## src/hdl/ifp_pkg.sv

```systemverilog
// Shared types, codes and operator tables for the infix-to-postfix converter.
// No dependencies; imported by ifp_cell and infix_to_postfix_converter_top.
package ifp_pkg;

    localparam int STACK_DEPTH_DEF  = 32;
    localparam int PAYLOAD_BITS_DEF = 16;

    // Input token kinds
    localparam logic [2:0] TK_OPERAND = 3'd0;
    localparam logic [2:0] TK_LPAREN  = 3'd1;
    localparam logic [2:0] TK_RPAREN  = 3'd2;
    localparam logic [2:0] TK_OPER    = 3'd3;
    localparam logic [2:0] TK_END     = 3'd4;

    // Result kinds
    localparam logic [1:0] RK_OPERAND = 2'd0;
    localparam logic [1:0] RK_OPER    = 2'd1;
    localparam logic [1:0] RK_END     = 2'd2;
    localparam logic [1:0] RK_ERROR   = 2'd3;

    localparam logic [3:0] OP_NONE    = 4'd0;
    localparam logic [3:0] OP_LAST    = 4'd8;

    // Shift command for the stack cells
    typedef enum logic [1:0] {
        SH_HOLD,
        SH_PUSH,
        SH_POP
    } shift_cmd_t;

    // Precedence by op code; codes above the table wrap modulo nine
    function automatic logic [4:0] op_prec(input logic [3:0] op);
        logic [4:0] p;
        case (op)
            4'd0, 4'd1, 4'd9, 4'd10:  p = 5'd1;
            4'd2, 4'd3, 4'd11, 4'd12: p = 5'd5;
            4'd4, 4'd13:              p = 5'd15;
            4'd5, 4'd6, 4'd14, 4'd15: p = 5'd10;
            default:                  p = 5'd20;
        endcase
        return p;
    endfunction

    function automatic logic op_left_assoc(input logic [3:0] op);
        return (op <= 4'd3);
    endfunction

    // True when a stacked operator leaves before the incoming one is pushed
    function automatic logic op_pops(input logic [3:0] top_op, input logic [3:0] in_op);
        logic [4:0] tp;
        logic [4:0] ip;
        tp = op_prec(top_op);
        ip = op_prec(in_op);
        return (tp > ip) || ((tp == ip) && op_left_assoc(in_op));
    endfunction

endpackage

```

## src/hdl/infix_to_postfix_converter_top.sv

```systemverilog
// Top level of the shunting-yard infix-to-postfix converter.
// Depends on ifp_pkg and ifp_cell (one cell per stack entry).
//
// Usage:
//   Infix tokens arrive on the s_ channel (s_valid/s_ready); postfix results
//   leave on the m_ channel (m_valid/m_ready), one transfer per result, with
//   m_last marking the final result of each input token. A token is taken
//   only while the converter is idle; after the transfer it does its stack
//   actions (pop, push, discard or emit) in turn. An operand is held in the
//   token register and then loaded into the output register, after which
//   the next token can follow. An operator token pops the operators that
//   leave before it and then pushes; a right paren pops down to its matching
//   left paren and drops it, or empties the stack if there is none; the end
//   token pops every entry, dropping left parens, then emits its end result.
//   Every operator is pushed and popped at most once.
//   The stack is a chain of shifting cells with the top in cell 0, so a
//   push or pop moves every entry one place at once; one stack action per
//   cycle is done while the output register can take a result.
//   A single output register parts the channels: a new token is accepted
//   while the last result still waits for m_ready. While the receiver
//   stalls, pending pops hold and nothing is lost.
//   Reset (aresetn low, synchronous) empties the stack and drops any result
//   in flight; stack cell contents are not cleared and need not be.
module infix_to_postfix_converter_top #(
    parameter int STACK_DEPTH  = ifp_pkg::STACK_DEPTH_DEF,
    parameter int PAYLOAD_BITS = ifp_pkg::PAYLOAD_BITS_DEF
) (
    input  logic                    aclk,
    input  logic                    aresetn,
    input  logic                    s_valid,
    output logic                    s_ready,
    input  logic [2:0]              s_token_kind,
    input  logic [3:0]              s_op_code,
    input  logic [PAYLOAD_BITS-1:0] s_payload,
    output logic                    m_valid,
    input  logic                    m_ready,
    output logic [1:0]              m_out_kind,
    output logic [3:0]              m_out_op_code,
    output logic [PAYLOAD_BITS-1:0] m_out_payload,
    output logic                    m_last
);
    import ifp_pkg::*;

    localparam int EW = PAYLOAD_BITS + 5;            // {lparen, op[3:0], payload}
    localparam int CW = $clog2(STACK_DEPTH + 1);

    typedef enum logic {
        ST_IDLE,
        ST_RUN
    } state_t;

    state_t                  state_reg, state_next;
    logic [CW-1:0]           cnt_reg, cnt_next;
    logic [2:0]              tok_kind_reg, tok_kind_next;
    logic [3:0]              tok_op_reg, tok_op_next;
    logic [PAYLOAD_BITS-1:0] tok_pay_reg, tok_pay_next;

    logic                    m_valid_reg, m_valid_next;
    logic [1:0]              m_kind_reg, m_kind_next;
    logic [3:0]              m_op_reg, m_op_next;
    logic [PAYLOAD_BITS-1:0] m_pay_reg, m_pay_next;
    logic                    m_last_reg, m_last_next;

    shift_cmd_t              cmd;
    logic [EW-1:0]           push_entry;
    logic [EW-1:0]           cell_q [STACK_DEPTH];

    // Top two stack entries, cell 0 is the top
    logic                    top_lpar, sec_lpar;
    logic [3:0]              top_op, sec_op;
    logic [PAYLOAD_BITS-1:0] top_pay;
    logic                    out_free;
    logic                    has_top, has_sec, full;

    assign top_lpar = cell_q[0][EW-1];
    assign top_op   = cell_q[0][EW-2 -: 4];
    assign top_pay  = cell_q[0][PAYLOAD_BITS-1:0];
    assign sec_lpar = cell_q[1][EW-1];
    assign sec_op   = cell_q[1][EW-2 -: 4];

    assign has_top  = (cnt_reg != '0);
    assign has_sec  = (cnt_reg > CW'(1));
    assign full     = (cnt_reg == CW'(STACK_DEPTH));
    assign out_free = !m_valid_reg || m_ready;

    // Stack chain: push shifts entries down from cell 0, pop shifts them up
    for (genvar i = 0; i < STACK_DEPTH; i++) begin : g_cell
        logic [EW-1:0] above;
        logic [EW-1:0] below;
        if (i == 0) begin : g_head
            assign above = push_entry;
        end else begin : g_mid
            assign above = cell_q[i-1];
        end
        if (i == STACK_DEPTH - 1) begin : g_tail
            assign below = cell_q[i];
        end else begin : g_body
            assign below = cell_q[i+1];
        end
        ifp_cell #(
            .ENTRY_BITS (EW)
        ) u_cell (
            .aclk       (aclk),
            .cmd        (cmd),
            .from_above (above),
            .from_below (below),
            .entry      (cell_q[i])
        );
    end

    always_comb begin
        logic       emit;
        logic [1:0] e_kind;
        logic [3:0] e_op;
        logic [PAYLOAD_BITS-1:0] e_pay;
        logic       e_last;
        logic       done;

        emit   = 1'b0;
        e_kind = RK_OPERAND;
        e_op   = OP_NONE;
        e_pay  = '0;
        e_last = 1'b0;
        done   = 1'b0;
        cmd    = SH_HOLD;

        state_next    = state_reg;
        cnt_next      = cnt_reg;
        tok_kind_next = tok_kind_reg;
        tok_op_next   = tok_op_reg;
        tok_pay_next  = tok_pay_reg;

        if (tok_kind_reg == TK_LPAREN) begin
            push_entry = {1'b1, OP_NONE, tok_pay_reg};
        end else begin
            push_entry = {1'b0, tok_op_reg, tok_pay_reg};
        end

        unique case (state_reg)
            ST_IDLE: begin
                // Latch the token on transfer
                if (s_valid) begin
                    tok_kind_next = s_token_kind;
                    tok_op_next   = s_op_code;
                    tok_pay_next  = s_payload;
                    state_next    = ST_RUN;
                end
            end
            ST_RUN: begin
                if (out_free) begin
                    case (tok_kind_reg)
                        TK_OPERAND: begin
                            emit   = 1'b1;
                            e_kind = RK_OPERAND;
                            e_pay  = tok_pay_reg;
                            e_last = 1'b1;
                            done   = 1'b1;
                        end
                        TK_LPAREN: begin
                            if (full) begin
                                emit     = 1'b1;
                                e_kind   = RK_ERROR;
                                e_last   = 1'b1;
                                cnt_next = '0;
                            end else begin
                                cmd      = SH_PUSH;
                                cnt_next = cnt_reg + CW'(1);
                            end
                            done = 1'b1;
                        end
                        TK_RPAREN: begin
                            if (has_top && !top_lpar) begin
                                // Pop an operator; its result is last unless the next one goes too
                                emit     = 1'b1;
                                e_kind   = RK_OPER;
                                e_op     = top_op;
                                e_pay    = top_pay;
                                e_last   = !(has_sec && !sec_lpar);
                                cmd      = SH_POP;
                                cnt_next = cnt_reg - CW'(1);
                                done     = e_last && !has_sec;
                            end else begin
                                // Drop the matching left paren, if any
                                if (has_top) begin
                                    cmd      = SH_POP;
                                    cnt_next = cnt_reg - CW'(1);
                                end
                                done = 1'b1;
                            end
                        end
                        TK_OPER: begin
                            if (tok_op_reg > OP_LAST) begin
                                emit     = 1'b1;
                                e_kind   = RK_ERROR;
                                e_last   = 1'b1;
                                cnt_next = '0;
                                done     = 1'b1;
                            end else if (has_top && !top_lpar &&
                                         op_pops(top_op, tok_op_reg)) begin
                                // A pop leaves room, so the later push makes no result
                                emit     = 1'b1;
                                e_kind   = RK_OPER;
                                e_op     = top_op;
                                e_pay    = top_pay;
                                e_last   = !(has_sec && !sec_lpar &&
                                             op_pops(sec_op, tok_op_reg));
                                cmd      = SH_POP;
                                cnt_next = cnt_reg - CW'(1);
                            end else if (full) begin
                                emit     = 1'b1;
                                e_kind   = RK_ERROR;
                                e_last   = 1'b1;
                                cnt_next = '0;
                                done     = 1'b1;
                            end else begin
                                cmd      = SH_PUSH;
                                cnt_next = cnt_reg + CW'(1);
                                done     = 1'b1;
                            end
                        end
                        TK_END: begin
                            if (has_top) begin
                                // Flush: drop left parens, emit operators
                                if (!top_lpar) begin
                                    emit   = 1'b1;
                                    e_kind = RK_OPER;
                                    e_op   = top_op;
                                    e_pay  = top_pay;
                                end
                                cmd      = SH_POP;
                                cnt_next = cnt_reg - CW'(1);
                            end else begin
                                emit   = 1'b1;
                                e_kind = RK_END;
                                e_last = 1'b1;
                                done   = 1'b1;
                            end
                        end
                        default: begin
                            emit     = 1'b1;
                            e_kind   = RK_ERROR;
                            e_last   = 1'b1;
                            cnt_next = '0;
                            done     = 1'b1;
                        end
                    endcase
                end
            end
            default: state_next = ST_IDLE;
        endcase

        if (done) begin
            state_next = ST_IDLE;
        end

        // Output register: load on emit, otherwise drain on transfer
        m_valid_next = m_valid_reg && !m_ready;
        m_kind_next  = m_kind_reg;
        m_op_next    = m_op_reg;
        m_pay_next   = m_pay_reg;
        m_last_next  = m_last_reg;
        if (emit) begin
            m_valid_next = 1'b1;
            m_kind_next  = e_kind;
            m_op_next    = e_op;
            m_pay_next   = e_pay;
            m_last_next  = e_last;
        end
    end

    always_ff @(posedge aclk) begin
        if (!aresetn) begin
            state_reg   <= ST_IDLE;
            cnt_reg     <= '0;
            m_valid_reg <= 1'b0;
        end else begin
            state_reg    <= state_next;
            cnt_reg      <= cnt_next;
            m_valid_reg  <= m_valid_next;
            tok_kind_reg <= tok_kind_next;
            tok_op_reg   <= tok_op_next;
            tok_pay_reg  <= tok_pay_next;
            m_kind_reg   <= m_kind_next;
            m_op_reg     <= m_op_next;
            m_pay_reg    <= m_pay_next;
            m_last_reg   <= m_last_next;
        end
    end

    assign s_ready       = (state_reg == ST_IDLE);
    assign m_valid       = m_valid_reg;
    assign m_out_kind    = m_kind_reg;
    assign m_out_op_code = m_op_reg;
    assign m_out_payload = m_pay_reg;
    assign m_last        = m_last_reg;

endmodule

```

## src/hdl/ifp_cell.sv

```systemverilog
// One entry of the shifting operator stack: holds {lparen, op code, payload}.
// Depends on ifp_pkg for the shift command type.
module ifp_cell #(
    parameter int ENTRY_BITS = 21
) (
    input  logic                   aclk,
    input  ifp_pkg::shift_cmd_t    cmd,
    input  logic [ENTRY_BITS-1:0]  from_above,
    input  logic [ENTRY_BITS-1:0]  from_below,
    output logic [ENTRY_BITS-1:0]  entry
);
    import ifp_pkg::*;

    logic [ENTRY_BITS-1:0] entry_reg;
    logic [ENTRY_BITS-1:0] entry_next;

    always_comb begin
        case (cmd)
            SH_PUSH: entry_next = from_above;
            SH_POP:  entry_next = from_below;
            default: entry_next = entry_reg;
        endcase
    end

    // Payload storage: no reset, contents above the fill count are never read
    always_ff @(posedge aclk) begin
        entry_reg <= entry_next;
    end

    assign entry = entry_reg;

endmodule

```

## config.mk

```make
export PLATFORM = sky130hd
export DESIGN_NAME = infix_to_postfix_converter_top
export DESIGN_NICKNAME = d
export VERILOG_FILES = /design/src/hdl/ifp_pkg.sv /design/src/hdl/infix_to_postfix_converter_top.sv /design/src/hdl/ifp_cell.sv
export SDC_FILE = /design/constraint.sdc
export NUM_CORES = 1
export LEC_CHECK = 0
export CAP_MARGIN = 5
export CORE_UTILIZATION = 55
export CTS_CLUSTER_DIAMETER = 50
export DETAILED_ROUTE_END_ITERATION = 10
export DONT_BUFFER_PORTS = 1
export PLACE_DENSITY_LB_ADDON = 0.15
export SLEW_MARGIN = 10
export SYNTH_ARGS = -nofsm -noshare
export SYNTH_HDL_FRONTEND = slang
export SYNTH_SLANG_ARGS = --single-unit
```

## constraint.sdc

```tcl
create_clock -name aclk -period 40.1 [get_ports aclk]
set_input_delay 12.03 -clock aclk [delete_from_list [all_inputs] [get_ports aclk]]
set_output_delay 12.03 -clock aclk [all_outputs]
set_load 0.03 [all_outputs]
```

==> metrics.yaml <==
worstPathCellList: "nand2b_1 -> and2_1 -> nand3_1 -> nand2b_1 -> ha_2 -> inv_8 -> buf_4 -> buf_12 -> buf_4"
synth_fp_nets: 1777
grt_pass1_wl_um: 74640
powerDensity_nw_per_um2: 45.28
timing.rr.start: "cnt_reg[0]"
design.final.nets: 1785
syn_area_um2: 31380
leakagePower_nw: 10.93
fin_ws_ns: 23.48
core_area_um2: 56390
drt-total-wl_um: 45060
post-route-util_pct: 61.10
hp-start: "g_cell[30].u_cell.entry[18]"
peakVddDrop_uv: 29.35
p_sw_share_pct: 19.25
ios: 52
holdWs_ns: 0.4407
ant_nets: 0
cp.arrival_ns: 16.84
min_to: "g_cell[31].u_cell.entry[18]"
hold_buffers: 0
routed_via_density: 5.591
whs_path_depth: 0
setup_tns_ns: 0
skew_ns: 0.01910
fmaxAchievable_mhz: 60.15
crit_required_ns: 40.31
dr.pass1.iters: 5
seqPwrFrac_pct: 55.4
layout-drive-gt1-share_pct: 43.46
status: "finished, final reports clean"
async_flop_share_pct: 0
gp_congestion: 0.8015
finalSetupViolations: 0
gr-usage-met3_pct: 3.534
cts.clk_slew.worst_paths_ns: 0.06
start_util_pct: 55.65
fin_crit_sh_pct: 41.46
cts-root-buf: "clkbuf_16"
clk_path_buf_depth: 3
vias: 14230
critical_path.top_delay_family: "buffers and inverters"
dieHeight_um: 240.9
slew_violations: 0
cts.sinks: 738
rsz0062_at_grt: "no"
cp-start-kind: "input port"
cp_num_buf_inv: 4
crit_path_end_kind: "flip-flop"
r2r_slack_ns: 33.73
dp_cells: 2413
antenna_found_initial: 0
top_usage_layer: "met2"
antenna_cells: 0
wl_per_cell_um: 17.70
grt_pass1_vias: 14920
grt_max_degree: 210
hold_viol: 0
power_switching_mw: 0.3003
yosysUniqueCellTypes: 49
synth_edf_count: 718
crit_slowest_cell: "buf_4"
drv_cap: 0
pwr-share-comb_pct: 1.9
track_usage_pct: 15.88
dieArea_um2: 58020
cp_slowest_stage_delay_ns: 0.92
largest_register_ffs: 672
synth_flop_cell: "edfxtp_1"
drc: 0
cts-resized-gates: 0
clkPwrFrac_pct: 42.7
synth_area_per_cell_um2: 18.16
met2_usage_pct: 26.51
hold_class: "reg -> reg"
dp_slack_ns: 22.81
post_cts_buffers: 0
ys_seq_area_share_pct: 69.98
final_cells: 2546
area_growth_pct: 9.784
clock_insertion_delay_worst_skew_ns: 0.60
htreeDepth: 3
globalRouteOverflowTotal: 0
port_buffers: 0
cell_internal_pwr_mw: 1.260
synth-seq-cells: 738
maxSlewHeadroom_pct: 23.21
dp_hpwl_um: 26620
critPathMaxFanout: 198
dieWidth_um: 240.9
fin_crit_ns: 16.62
tightestPinTransition_ns: 1.152
yosys_warnings: 0
grt_use_met1_pct: 20.62
reg2reg_depth: 12
crit_type: "in -> reg"
row_count: 87
drt-initial-drc-count: 1024
cts_tree: "done"
syn_inst: 1728
r2r_end: "g_cell[7].u_cell.entry[0]"
cts_made_buffers: 77
-- routing by layer --
layer  up-vias  share of wire (%)
li1       6819                  -
met1      7153                 44
met2       172                 50
met3        90                3.3
met4         0                2.3
met5         -                  0
-- kinds of logic (layout without fill, tap and decap cells) --
family                     after synthesis  after routing  synth area share, %
AOI/OAI and AO/OA                      105            105                2.297
xor gates and xnor gates                 4              4               0.1117
adders and majority gates               25             25               0.9728
buffers and inverters                  112            174                1.583
DFF                                    738            738                69.98
muxes                                  664            664                23.77
and+or+nand+nor                         80             80                1.284
-- synthesized netlist by cell type (2+ instances only) --
cell | number | area share, %
a21oi_1 | 20 | 0.32
clkbuf_1 | 23 | 0.28
a22o_1 | 21 | 0.59
nand2_1 | 24 | 0.29
or3_1 | 2 | 0.040
edfxtp_1 | 718 | 69
nand2b_1 | 6 | 0.12
o21a_1 | 3 | 0.072
a32oi_1 | 2 | 0.056
mux2i_1 | 14 | 0.45
nand4_1 | 2 | 0.040
nor3b_1 | 2 | 0.048
buf_2 | 61 | 0.97
mux2_2 | 650 | 23
nor3_1 | 4 | 0.064
xnor2_1 | 3 | 0.084
a22oi_1 | 4 | 0.096
o22ai_1 | 4 | 0.080
o32ai_1 | 2 | 0.056
ha_1 | 22 | 0.88
inv_1 | 27 | 0.32
o21ai_2 | 2 | 0.056
a21oi_2 | 2 | 0.056
nor2_1 | 13 | 0.16
a211oi_1 | 5 | 0.12
a21boi_0 | 2 | 0.048
maj3_1 | 3 | 0.096
nand3_1 | 14 | 0.22
and2_1 | 7 | 0.14
and3_1 | 2 | 0.040
o21ai_0 | 27 | 0.43
dfxtp_1 | 20 | 1.3
-- metrics by stage --
step                      instance area [µm²]  power (mW)
final                                   34450       1.560
after detailed placement                32100      0.9108
after floorplan                         31380      0.9145
after CTS                               34450       1.584
after global routing                    34450       1.616
after global placement                  32100      0.9087
-- area by class of cell --
class / instances / area (µm²)
timing repair buffer: 14 / 130.1
multi-input combinational: 878 / 8959
tap: 756 / 945.9
fill: 4193 / 21930
inverter: 27 / 108.9
clock buffer: 96 / 2041
clock inverter: 37 / 306.5
sequential: 738 / 21960
-- power by group through the flow --
stage          logic [mW]  registers [mW]  clock network [mW]
4_1_cts            0.0302           0.865               0.689
6_report           0.0298           0.864               0.666
3_5_place_dp       0.0300           0.881                   0
5_1_grt            0.0333           0.866               0.717
3_3_place_gp       0.0283           0.880                   0
2_1_floorplan      0.0244           0.890                   0
-- worst max path at each step --
stage | start | to | slack [ns] | cells after the start
after floorplan | m_ready | flip-flop | 4.23 | 12
after global placement | m_ready | g_cell[20].u_cell.entry[16] | 22.96 | 9
after detailed placement | m_ready | g_cell[21].u_cell.entry[16] | 22.81 | 9
after CTS | m_ready | g_cell[9].u_cell.entry[20] | 23.50 | 9
after global routing | m_ready | g_cell[7].u_cell.entry[0] | 23.09 | 9
final | m_ready | g_cell[7].u_cell.entry[0] | 23.48 | 9
-- cells in the final DEF (no fill, tap or decap), drive strengths merged, types with 2 or more instances in the layout --
cell,n
inv,28
mux2,650
a22o,21
nand3,14
clkbuf,96
nand4,2
nand2,24
o22ai,4
a22oi,4
o32ai,2
and2,7
o21ai,29
ha,22
edfxtp,718
a211oi,5
bufinv,5
a21boi,2
o21a,3
mux2i,14
nor3b,2
nor2,13
a21oi,22
and3,2
clkinv,30
or3,2
nor3,4
dfxtp,20
buf,14
nand2b,6
maj3,3
xnor2,3
a32oi,2
Power figures use the tool's default switching activity.
